$ cat src/hw/rtl/lpht_pkg.sv
`timescale 1ns / 1ps
// ----------------------------------------------------------------------------
// Linear probe hash table package
// Shared widths, codes and request/response types of the hash table block.
// ----------------------------------------------------------------------------
package lpht_pkg;

   localparam int KEY_W          = 31;
   localparam int STATUS_W       = 2;
   localparam int SLOT_W         = 8;
   localparam int TABLE_SIZE_DEF = 16;

   localparam logic OP_INSERT = 1'b0;
   localparam logic OP_DELETE = 1'b1;

   localparam logic [STATUS_W-1:0] STATUS_DONE      = 2'd0;
   localparam logic [STATUS_W-1:0] STATUS_FULL      = 2'd1;
   localparam logic [STATUS_W-1:0] STATUS_NOT_FOUND = 2'd2;

   typedef struct packed {
      logic             opcode;
      logic [KEY_W-1:0] key;
   } req_type;

   typedef struct packed {
      logic [STATUS_W-1:0] status;
      logic [SLOT_W-1:0]   slot;
   } rsp_type;

endpackage

$ cat src/hw/rtl/linear_probe_hash_table.sv
`timescale 1ns / 1ps
// ----------------------------------------------------------------------------
// Linear probe hash table
// Open-addressing hash table with linear probing, insert and delete requests.
// ----------------------------------------------------------------------------
// One request is handled at a time and req_ready is high only while the block
// is idle. Every home slot is found by a shared remainder unit that multiplies
// by the reciprocal of the table size. An insert then probes one slot a cycle.
// While searching, a delete reads each stored key and then compares it. It
// then walks the following cluster, reading each entry and recomputing its
// home; each entry moved is placed again at one probe a cycle. The result
// waits in an output register, so the next request may enter before the
// previous response is taken.
module linear_probe_hash_table
   import lpht_pkg::*;
#(
   parameter int TABLE_SIZE = TABLE_SIZE_DEF
) (
   input  logic    clock,
   input  logic    reset,
   input  logic    req_valid,
   output logic    req_ready,
   input  req_type req_data,
   output logic    rsp_valid,
   input  logic    rsp_ready,
   output rsp_type rsp_data
);

   localparam int IW = $clog2(TABLE_SIZE);
   localparam int CW = $clog2(TABLE_SIZE + 1);
   localparam logic [IW-1:0] LAST_SLOT = IW'(TABLE_SIZE - 1);
   localparam logic [CW-1:0] LAST_PROBE = CW'(TABLE_SIZE - 1);

   typedef enum logic [8:0] {
      ST_IDLE  = 9'b000000001,
      ST_HMOD  = 9'b000000010,
      ST_PLACE = 9'b000000100,
      ST_SRD   = 9'b000001000,
      ST_SCMP  = 9'b000010000,
      ST_WALK  = 9'b000100000,
      ST_WRD   = 9'b001000000,
      ST_WMOD  = 9'b010000000,
      ST_DONE  = 9'b100000000
   } state_type;

   state_type         state_ff, state_in;
   logic              op_ff, op_in;
   logic [KEY_W-1:0]  key_ff, key_in;
   logic [IW-1:0]     home_ff, home_in;
   logic [IW-1:0]     s_ff, s_in;
   logic [IW-1:0]     j_ff, j_in;
   logic [CW-1:0]     n_ff, n_in;
   logic              reins_ff, reins_in;
   logic [TABLE_SIZE-1:0] occ_ff, occ_in;
   rsp_type           res_ff, res_in;
   rsp_type           rsp_ff, rsp_in;
   logic              rsp_valid_ff, rsp_valid_in;

   logic [KEY_W-1:0]  mem [TABLE_SIZE];
   logic [KEY_W-1:0]  mem_rdata_ff;
   logic [IW-1:0]     mem_raddr;
   logic              mem_we;

   logic              mod_start;
   logic [KEY_W-1:0]  mod_dividend;
   logic              mod_done;
   logic [IW-1:0]     mod_rem;

   function automatic logic [IW-1:0] next_slot(input logic [IW-1:0] s);
      next_slot = (s == LAST_SLOT) ? '0 : s + IW'(1);
   endfunction

   lpht_mod #(
      .TABLE_SIZE (TABLE_SIZE)
   ) u_mod (
      .clock     (clock),
      .reset     (reset),
      .start     (mod_start),
      .dividend  (mod_dividend),
      .done      (mod_done),
      .remainder (mod_rem)
   );

   always_comb begin
      state_in     = state_ff;
      op_in        = op_ff;
      key_in       = key_ff;
      home_in      = home_ff;
      s_in         = s_ff;
      j_in         = j_ff;
      n_in         = n_ff;
      reins_in     = reins_ff;
      occ_in       = occ_ff;
      res_in       = res_ff;
      rsp_in       = rsp_ff;
      rsp_valid_in = rsp_valid_ff;
      mem_we       = 1'b0;
      mod_start    = 1'b0;
      mod_dividend = req_data.key;
      mem_raddr    = (state_ff == ST_WALK) ? j_ff : s_ff;

      if (rsp_valid_ff && rsp_ready) begin
         rsp_valid_in = 1'b0;
      end

      case (state_ff)
         ST_IDLE: begin
            if (req_valid) begin
               op_in     = req_data.opcode;
               key_in    = req_data.key;
               mod_start = 1'b1;
               state_in  = ST_HMOD;
            end
         end
         ST_HMOD: begin
            if (mod_done) begin
               home_in  = mod_rem;
               s_in     = mod_rem;
               n_in     = '0;
               reins_in = 1'b0;
               state_in = (op_ff == OP_INSERT) ? ST_PLACE : ST_SRD;
            end
         end
         ST_PLACE: begin
            if (!occ_ff[s_ff]) begin
               mem_we       = 1'b1;
               occ_in[s_ff] = 1'b1;
               if (reins_ff) begin
                  j_in     = next_slot(j_ff);
                  state_in = ST_WALK;
               end else begin
                  res_in.status = STATUS_DONE;
                  res_in.slot   = SLOT_W'(s_ff);
                  state_in      = ST_DONE;
               end
            end else if (n_ff == LAST_PROBE) begin
               res_in.status = STATUS_FULL;
               res_in.slot   = '0;
               state_in      = ST_DONE;
            end else begin
               n_in = n_ff + CW'(1);
               s_in = next_slot(s_ff);
            end
         end
         ST_SRD: begin
            if (!occ_ff[s_ff]) begin
               res_in.status = STATUS_NOT_FOUND;
               res_in.slot   = '0;
               state_in      = ST_DONE;
            end else begin
               state_in = ST_SCMP;
            end
         end
         ST_SCMP: begin
            if (mem_rdata_ff == key_ff) begin
               occ_in[s_ff]  = 1'b0;
               res_in.status = STATUS_DONE;
               res_in.slot   = SLOT_W'(s_ff);
               j_in          = next_slot(s_ff);
               state_in      = ST_WALK;
            end else if (n_ff == LAST_PROBE) begin
               res_in.status = STATUS_NOT_FOUND;
               res_in.slot   = '0;
               state_in      = ST_DONE;
            end else begin
               n_in     = n_ff + CW'(1);
               s_in     = next_slot(s_ff);
               state_in = ST_SRD;
            end
         end
         ST_WALK: begin
            if ((j_ff == home_ff) || !occ_ff[j_ff]) begin
               state_in = ST_DONE;
            end else begin
               state_in = ST_WRD;
            end
         end
         ST_WRD: begin
            key_in       = mem_rdata_ff;
            mod_dividend = mem_rdata_ff;
            mod_start    = 1'b1;
            state_in     = ST_WMOD;
         end
         ST_WMOD: begin
            if (mod_done) begin
               if (mod_rem != j_ff) begin
                  occ_in[j_ff] = 1'b0;
                  s_in         = mod_rem;
                  n_in         = '0;
                  reins_in     = 1'b1;
                  state_in     = ST_PLACE;
               end else begin
                  j_in     = next_slot(j_ff);
                  state_in = ST_WALK;
               end
            end
         end
         ST_DONE: begin
            if (!rsp_valid_ff || rsp_ready) begin
               rsp_in       = res_ff;
               rsp_valid_in = 1'b1;
               state_in     = ST_IDLE;
            end
         end
         default: begin
            state_in = ST_IDLE;
         end
      endcase
   end

   always_ff @(posedge clock) begin
      if (reset) begin
         state_ff     <= ST_IDLE;
         occ_ff       <= '0;
         rsp_valid_ff <= 1'b0;
      end else begin
         state_ff     <= state_in;
         occ_ff       <= occ_in;
         rsp_valid_ff <= rsp_valid_in;
      end
      op_ff    <= op_in;
      key_ff   <= key_in;
      home_ff  <= home_in;
      s_ff     <= s_in;
      j_ff     <= j_in;
      n_ff     <= n_in;
      reins_ff <= reins_in;
      res_ff   <= res_in;
      rsp_ff   <= rsp_in;
   end

   always_ff @(posedge clock) begin
      if (mem_we) begin
         mem[s_ff] <= key_ff;
      end
      mem_rdata_ff <= mem[mem_raddr];
   end

   assign req_ready = (state_ff == ST_IDLE);
   assign rsp_valid = rsp_valid_ff;
   assign rsp_data  = rsp_ff;

endmodule

$ cat src/hw/rtl/lpht_mod.sv
`timescale 1ns / 1ps
// ----------------------------------------------------------------------------
// Linear probe hash table home slot unit
// Remainder of a key by the table size through a multiplication by its
// reciprocal, registering the quotient first and then the remainder.
// ----------------------------------------------------------------------------
module lpht_mod
   import lpht_pkg::*;
#(
   parameter int TABLE_SIZE = TABLE_SIZE_DEF
) (
   input  logic                          clock,
   input  logic                          reset,
   input  logic                          start,
   input  logic [KEY_W-1:0]              dividend,
   output logic                          done,
   output logic [$clog2(TABLE_SIZE)-1:0] remainder
);

   localparam int IW    = $clog2(TABLE_SIZE);
   localparam int SHIFT = KEY_W + IW;
   localparam int MW    = KEY_W + 1;
   localparam int PW    = KEY_W + MW;
   localparam int QW    = PW - SHIFT;
   localparam longint unsigned MULT_WIDE =
      ((64'd1 << SHIFT) + 64'(TABLE_SIZE) - 64'd1) / 64'(TABLE_SIZE);
   localparam logic [MW-1:0]    MULT    = MW'(MULT_WIDE);
   localparam logic [KEY_W-1:0] DIVISOR = KEY_W'(TABLE_SIZE);

   logic [PW-1:0]    product;
   logic [KEY_W-1:0] diff;
   logic [QW-1:0]    quot_ff, quot_in;
   logic [KEY_W-1:0] dvd_ff, dvd_in;
   logic [IW-1:0]    rem_ff, rem_in;
   logic             stage_ff;
   logic             done_ff;

   always_comb begin
      quot_in = quot_ff;
      dvd_in  = dvd_ff;
      rem_in  = rem_ff;
      product = PW'(dividend) * PW'(MULT);
      diff    = dvd_ff - KEY_W'(quot_ff) * DIVISOR;
      if (start) begin
         quot_in = product[PW-1:SHIFT];
         dvd_in  = dividend;
      end
      if (stage_ff) begin
         rem_in = diff[IW-1:0];
      end
   end

   always_ff @(posedge clock) begin
      if (reset) begin
         stage_ff <= 1'b0;
         done_ff  <= 1'b0;
      end else begin
         stage_ff <= start;
         done_ff  <= stage_ff;
      end
      quot_ff <= quot_in;
      dvd_ff  <= dvd_in;
      rem_ff  <= rem_in;
   end

   assign done      = done_ff;
   assign remainder = rem_ff;

endmodule

$ cat config.mk
export PLATFORM = sky130hd
export DESIGN_NAME = linear_probe_hash_table
export DESIGN_NICKNAME = d
export VERILOG_FILES = /design/src/hw/rtl/lpht_pkg.sv /design/src/hw/rtl/linear_probe_hash_table.sv /design/src/hw/rtl/lpht_mod.sv
export SDC_FILE = /design/constraint.sdc
export NUM_CORES = 1
export LEC_CHECK = 0
export ABC_CLOCK_PERIOD_IN_PS = 4700
export BUFFER_PORTS_ARGS = -buffer_cell sky130_fd_sc_hd__buf_2
export CAP_MARGIN = 40
export CORE_MARGIN = 3
export CORE_UTILIZATION = 35
export CTS_BUF_LIST = sky130_fd_sc_hd__clkbuf_16
export CTS_CLUSTER_DIAMETER = 80
export CTS_CLUSTER_SIZE = 12
export DETAILED_ROUTE_END_ITERATION = 10
export SLEW_MARGIN = 20
export SYNTH_ARGS = -nofsm -noshare
export SYNTH_HDL_FRONTEND = slang
export SYNTH_SLANG_ARGS = --single-unit
export TNS_END_PERCENT = 30
$ cat constraint.sdc
create_clock -name clock -period 4.7 [get_ports clock]
set_clock_uncertainty 0.1 [all_clocks]
set_input_delay 0 -clock clock [delete_from_list [all_inputs] [get_ports clock]]
set_output_delay 0 -clock clock [all_outputs]
set_load 0.03 [all_outputs]
==> results of run 1 <==
## per-layer routing
layer / up-vias / global-route usage (%)
li1: 7218 / -
met1: 8300 / 24.2
met2: 559 / 28.3
met4: 2 / 5.16
met3: 106 / 2.78
met5: - / 0
## registers in the layout, indices dropped and copies added (netlist names), 5 cells and up
register and flops:
state_ff 9, occ_ff 16, key_ff 31, res_ff 6, mem_rdata_ff 31, n_ff 5
mem 496, rsp_data 6
## worst max-delay path, cell delays in order (launching register included)
cell and delay (ps):
edfxtp_1 680, mux4_2 580, mux2i_1 290, mux2_2 290, and2_1 440, buf_8 220, and3_2 590, buf_12 240
## stage by stage
| stage | cell area (µm²) | power (mW) |
|---|---|---|
| after floorplan | 25600 | 6.53 |
| after global placement | 27100 | 6.69 |
| after detailed placement | 27200 | 6.71 |
| after CTS | 29200 | 11.0 |
| after global routing | 29300 | 11.2 |
| final | 29300 | 10.9 |
## cells by family after synthesis
logic type / synth area share (%)
flip-flops: 71.0
AND/OR/NAND/NOR: 9.19
AO/OA/AOI/OAI: 11.9
buffers and inverters: 2.34
multiplexers: 3.60
XOR/XNOR: 1.50
adder cells (fa/ha/maj): 0.440
other: 0.0146
## timing repair
item,CTS,global route
endpoints found under the setup margin,0,0
gates resized for setup,0,0
hold buffers,37,0
endpoints found under the hold margin,68,0
## worst max-delay path by stage
stage	start	end
5_1_grt	s_ff[0]	mem[1][0]
3_5_place_dp	s_ff[0]	mem[1][28]
2_1_floorplan	s_ff[0]	mem[4][0]
3_3_place_gp	s_ff[0]	mem[7][13]
4_1_cts	s_ff[0]	mem[1][28]
6_report	s_ff[0]	mem[1][25]
## cells in the final DEF (no fill, tap or decap), drive strengths merged, types with 63 or more instances in the layout
cell / synthesis / final
a211oi: 69 / 69
a21oi: 79 / 79
a311oi: 63 / 63
and3: 82 / 82
buf: 28 / 103
edfxtp: 566 / 566
mux2: 64 / 64
nand2: 221 / 221
nor3: 69 / 69
o21ai: 65 / 65
## final cells by class
type                    count  area, µm²  area share, %
flip-flops and latches    625      18200           62.1
multi-input cells        1043       6940           23.7
clock buffers              58       1450           4.96
repair buffers            140       1210           4.13
well taps                 950       1190           4.06
clock inverters            49        256          0.877
inverters                  10       37.5          0.128
diodes                      1       2.50        0.00855
## where the power goes
part           internal [mW]  total (mW)  switching, mW  leakage, nW
registers               6.19        6.32          0.138         5.59
clock network           2.24        4.25           2.02        0.990
logic                 0.0985       0.282          0.184         3.45
total                   8.52        10.9           2.34         10.0
==> results.md, run 1 <==
* #FFs+latches synth at ~630
* Root Driver: clkbuf_16
* Cell Count, Final, Fillers Out at around 2,900
* Post-CTS setup buffers at 0
* Met2 wire length at approximately 32,000 µm
* Fill cell count at about 6,500
* TritonRoute pass-1 iters at 6
* Syn-to-layout area delta at 14.2%
* Leakage dissipation at between 10 and 15 nW
* Residual DRC at 0
* Crit path kind: register to register
* Crit path max fanout at 17
* Via Count at about 16,000
* Cell accounting for the most synthesized area: edfxtp_1
* Cell Area, Synth at around 26,000 µm²
* Slew @ Worst Pin at approximately 900 ps
* Post-synthesis cell count at 1,814
* Drt total wl at ~68,000 µm
* Hold Worst Slack at ~92 ps
* Dpl cells at about 2,700
* Register area share after synthesis at between 70% and 80%
* PD cells at 371 nW/µm²
* Clk_lat worst skew at approximately 650 ps
* Worst-path clk slew at around 70 ps
* Maxcap violations at 0
* Num CTS Buffers at just under 60
* Vias in the first global route at around 16,000
* Yosys warning count at 0
* EDFF count, synth at 566
* Register-to-Register Path Depth at 7
* Most frequent cell after synthesis: edfxtp_1
* DP HPWL at 39,300 µm
* Global-route wire length before repair at ~100,000 µm
* # rows at between 90 and 100
* RSZ-0062 raised after global routing: false
* Pin count of the biggest net entering global routing at roughly 130
* Io pins at 48
* Setup violators final at 0
* Hold path endpoint: key_ff[13]
* Final worst-path cycle share at approximately four fifths
* FF-to-FF End: mem[1][25]
* Main synth FF type: edfxtp_1
* Port buffer count at 43
* GRT Util Overall at 17.4%
* WL met1 at ~30,000 µm
* Nature of the critical path startpoint: register
* Final ANT Viol Nets at 0
* Total die area at around 76,000 µm²
* Top layer reached by signal wires: met5
* Share of cells above drive strength 1 at around 14%
* Reg-to-Reg Start: s_ff[0]
* Max Clock Freq at 266 MHz
* Flop-to-flop setup slack at about 940 ps
* H-tree Lvls at 2
* Worst vdd ir at 0.283 mV
* Synthesized area per cell at ~14 µm²
* Maximum clock insertion buffer count at 3
* Relative slew margins at between 30% and 40%
* Dpl ws at around 1000 ps
* Period minus WS final at approximately 3800 ps
* Routed len/inst at 23.8 µm
* Setup ws final at 942 ps
* TritonCTS clock tree: built
* Synth cell types at 64
* Hold path cells at 3
* Die H at between 200 and 300 µm
* Most instantiated cells after synthesis: edfxtp_1 (566), nand2_1 (221), clkbuf_1 (111)
* Top post-synthesis cells by area: edfxtp_1 (66%), dfxtp_1 (4.6%), nand2_1 (3.2%)
* Hold wc startpoint: req_data[13]
* Initial Util at a little over a third
* WP data required at a little under 5000 ps
* Max Slew Vio Count at 0
* Layout Nets at between 1,500 and 2,000
* Fin util at between 40% and 50%
* Clock sink count at roughly 630
* Routed vias/inst at about 5.6
* Endpoints failing hold at 0
* Ys async rst share at 0%
* Die width at roughly 280 µm
* Share of the synthesized area in the top cell type at 66.4%
* GRT overflow at 0
* DRT iter0 DRCs at approximately 1,500
* Core area at 72,000 µm²
* Setup TNS Final at 0 ps
* Initial antenna violation count at 1
* Min-delay worst type: input pin to register
* Outcome: finished, final reports clean
* Metal3 WL at 4670 µm
* RePlAce Congestion at slightly below 0.9
* Crit. End Element: register
* Arrival time worst endpoint at about 4000 ps
Power figures use the tool's default switching activity.
==> run 2, diff against run 1 <==
--- a/config.mk
+++ b/config.mk
@@ -5,7 +5,7 @@
 export SDC_FILE = /design/constraint.sdc
 export NUM_CORES = 1
 export LEC_CHECK = 0
-export ABC_CLOCK_PERIOD_IN_PS = 4700
+export ABC_CLOCK_PERIOD_IN_PS = 3200
 export BUFFER_PORTS_ARGS = -buffer_cell sky130_fd_sc_hd__buf_2
 export CAP_MARGIN = 40
 export CORE_MARGIN = 3
==> constraint.sdc (replaced) <==
create_clock -name clock -period 3.2 [get_ports clock]
set_clock_uncertainty 0.1 [all_clocks]
set_input_delay 0 -clock clock [delete_from_list [all_inputs] [get_ports clock]]
set_output_delay 0 -clock clock [all_outputs]
set_load 0.03 [all_outputs]
==> run 2 against run 1 <==
Clock power is 48% higher. First-iteration DRC count up 25%. Wire length is 6.2% higher. Utilization increased by 1.3 points. Via count grew 2.3%. Global-route usage is 1.1 points higher. Count of clock-buffer cells in the layout grew 1. Design area grew 3.3%. Total power grew 48%. Maximum frequency increased by 23%. Register-to-register slack lost 800 ps. Combinational power is 130% higher. Largest power group unchanged.
==> results.md, run 2 (synthesis gave the netlist of run 1 again) <==
* Arrival time worst endpoint at 3460 ps (-530 ps)
* Cell Count, Final, Fillers Out at 2,949 (+2.5%)
* Relative slew margins at 40.7% (+0.97 points)
* Vias in the first global route at 16,500 (+3.2%)
* Flop-to-flop setup slack at 140 ps (-800 ps)
* Routed len/inst at 24.6 µm (+3.6%)
* GRT met1 Usage at 26.2% (+2.0 points)
* Global-route wire length before repair at 109,000 µm (+6.1%)
* Dpl cells at 2,803 (+2.7%)
* Initial Util at 35.6% (unchanged)
* Clock sink count at 625 (unchanged)
* Crit path max fanout at 31 (+14)
* Critical path depth at 7 (unchanged)
* Total die area at 76,500 µm² (unchanged)
* Clk_lat worst skew at 630 ps (-20 ps)
* Placed cell area at 28,100 µm² (+3.5%)
* Maxcap violations at 0 (unchanged)
* Largest register FFs at 496 (unchanged)
* Critical path's slowest cell: or4_1
* Io pins at 48 (unchanged)
* Port buffer count at 43 (unchanged)
* Crit path kind: register to register
* Max Clock Freq at 327 MHz (+23%)
* Worst vdd ir at 0.383 mV (+35%)
* Die width at 277 µm (unchanged)
* RSZ-0062 raised after global routing: false
* Via Count at 16,600 (+2.3%)
* Initial antenna violation count at 1 (unchanged)
* Post-CTS setup buffers at 0 (unchanged)
* Core area at 72,000 µm² (unchanged)
* Hold path cells at 3 (unchanged)
* Min-delay worst type: input pin to register
* DRT iter0 DRCs at 1,911 (+25%)
* Drt total wl at 72,700 µm (+6.2%)
* Grt peak-use layer: met2
* Setup violators final at 0 (unchanged)
* Pin count of the biggest net entering global routing at 63 (-51%)
* Hold Worst Slack at 98.4 ps (+5.94 ps)
* Nature of the critical path startpoint: register
* Met2 usage at 29.8% (+1.5 points)
* FF-to-FF End: mem_rdata_ff[24]
* Reg-to-Reg Start: state_ff[2]
* Total power at 16.1 mW (+48%)
* Residual DRC at 0 (unchanged)
* H-tree Lvls at 2 (unchanged)
* Largest stage delay, worst path at 770 ps (+90 ps)
* Endpoints failing hold at 0 (unchanged)
* Hold wc startpoint: req_data[15]
* Root Driver: clkbuf_16
* RePlAce Congestion at 0.911 (+5.2%)
* Slew @ Worst Pin at 889 ps (-14.6 ps)
* WP data required at 3600 ps (-1330 ps)
* Post-route cell area at 30,200 µm² (+3.3%)
* Worst-path clk slew at 70 ps (about the same)
* Outcome: finished, final reports clean
* Most frequent cells in the layout: edfxtp_1 (566), nand2_1 (217), buf_4 (86)
* Met3 Usage GRT at 2.41% (-0.37 points)
* PD cells at 532 nW/µm² (+43%)
* Layout Nets at 1,995 (+3.7%)
* Commonest non-fill, non-tap cell in the layout: edfxtp_1
* TritonCTS clock tree: built
* TritonRoute pass-1 iters at 7 (+1)
* Hold path endpoint: key_ff[15]
* Share of cells above drive strength 1 at 17.3% (+3.1 points)
* Routed vias/inst at 5.61 (-0.28%)
* Max Slew Vio Count at 0 (unchanged)
* Worst path bufs/invs at 1 (-1)
* Num CTS Buffers at 58 (unchanged)
* Leakage dissipation at 10.5 nW (+4.6%)
* GRT overflow at 0 (unchanged)
* Delay-heaviest family, CP: simple AND/OR/NAND/NOR gates
* Die H at 277 µm (unchanged)
* Crit. End Element: register
* Register-to-Register Path Depth at 7 (unchanged)
* Final ANT Viol Nets at 0 (unchanged)
* Final worst-path cycle share at 95.6% (+16 points)
* Biggest register: mem
* DP HPWL at 41,000 µm (+4.4%)
* Crit path cell chain: or4_1 -> nor3_1 -> mux2_2 -> nand2_2 -> buf_12 -> a311oi_1 -> a211o_1
* GRT Util Overall at 18.6% (+1.1 points)
* # diodes at 0 (-1)
* Worst setup startpoint: state_ff[2]
* # rows at 98 (unchanged)
* Maximum clock insertion buffer count at 3 (unchanged)
* Syn-to-layout area delta at 18.0%
* Biggest regs: mem (496), key_ff (31), mem_rdata_ff (31)
* Period minus WS final at 3060 ps (-698 ps)
==> run 2: changes by cell type in the layout (fill, tap and decap cells not counted), sizes merged <==
cell / before / now
buf: 103 / 175
clkinv: 3 / 2
clkbuf: 58 / 59
diode: 1 / 0
inv: 56 / 58
==> run 2: power breakdown <==
part           switching [mW]  internal (mW)
Combinational           0.449          0.205
Clock                    2.98           3.33
Sequential             0.0509           9.08
==> run 2: repair_timing <==
action	4_1_cts	5_1_grt
setup endpoints to repair	0	1
resized for setup	0	1
hold endpoints to repair	75	0
hold buffers	37	0
==> run 2: per-stage QoR <==
step	utilization, %	worst slack, ps	TNS, ps
floorplan	-	-125	-23880
global placement	39.1	235	0
finish	42.0	140	0
global route	42.0	23.3	0
detailed placement	39.1	183	0
CTS	42.0	151	0
==> run 2: final cells by class <==
class                           count  area, µm²
Clock buffer                       59       1480
Multi-Input combinational cell   1043       6950
Clock inverter                     50        248
Timing Repair Buffer              212       2140
Tap cell                          950       1190
Sequential cell                   625      18200
Fill cell                        6470      41800
Inverter                           10       37.5
==> run 2: per-layer routing <==
layer | up-vias | wire (µm)
met4 | 0 | 2030
met1 | 8350 | 31000
met2 | 713 | 34300
li1 | 7362 | -
met3 | 125 | 5290
met5 | - | 0
==> run 2: worst max-delay path by stage <==
| stage | to | slack [ps] |
|---|---|---|
| 2_1_floorplan | s_ff[0] | -130 |
| 3_3_place_gp | mem_rdata_ff[24] | 230 |
| 3_5_place_dp | mem_rdata_ff[4] | 180 |
| 4_1_cts | mem_rdata_ff[4] | 150 |
| 5_1_grt | occ_ff[0] | 20 |
| 6_report | mem_rdata_ff[24] | 140 |
==> run 2: worst register-to-register path: cells and delay by family, from the launching register on <==
family / cells / cell delay (ps)
AND/OR/NAND/NOR: 3 / 1300
multiplexers: 1 / 470
AO/OA/AOI/OAI: 2 / 450
flip-flops: 1 / 360
buffers and inverters: 1 / 260
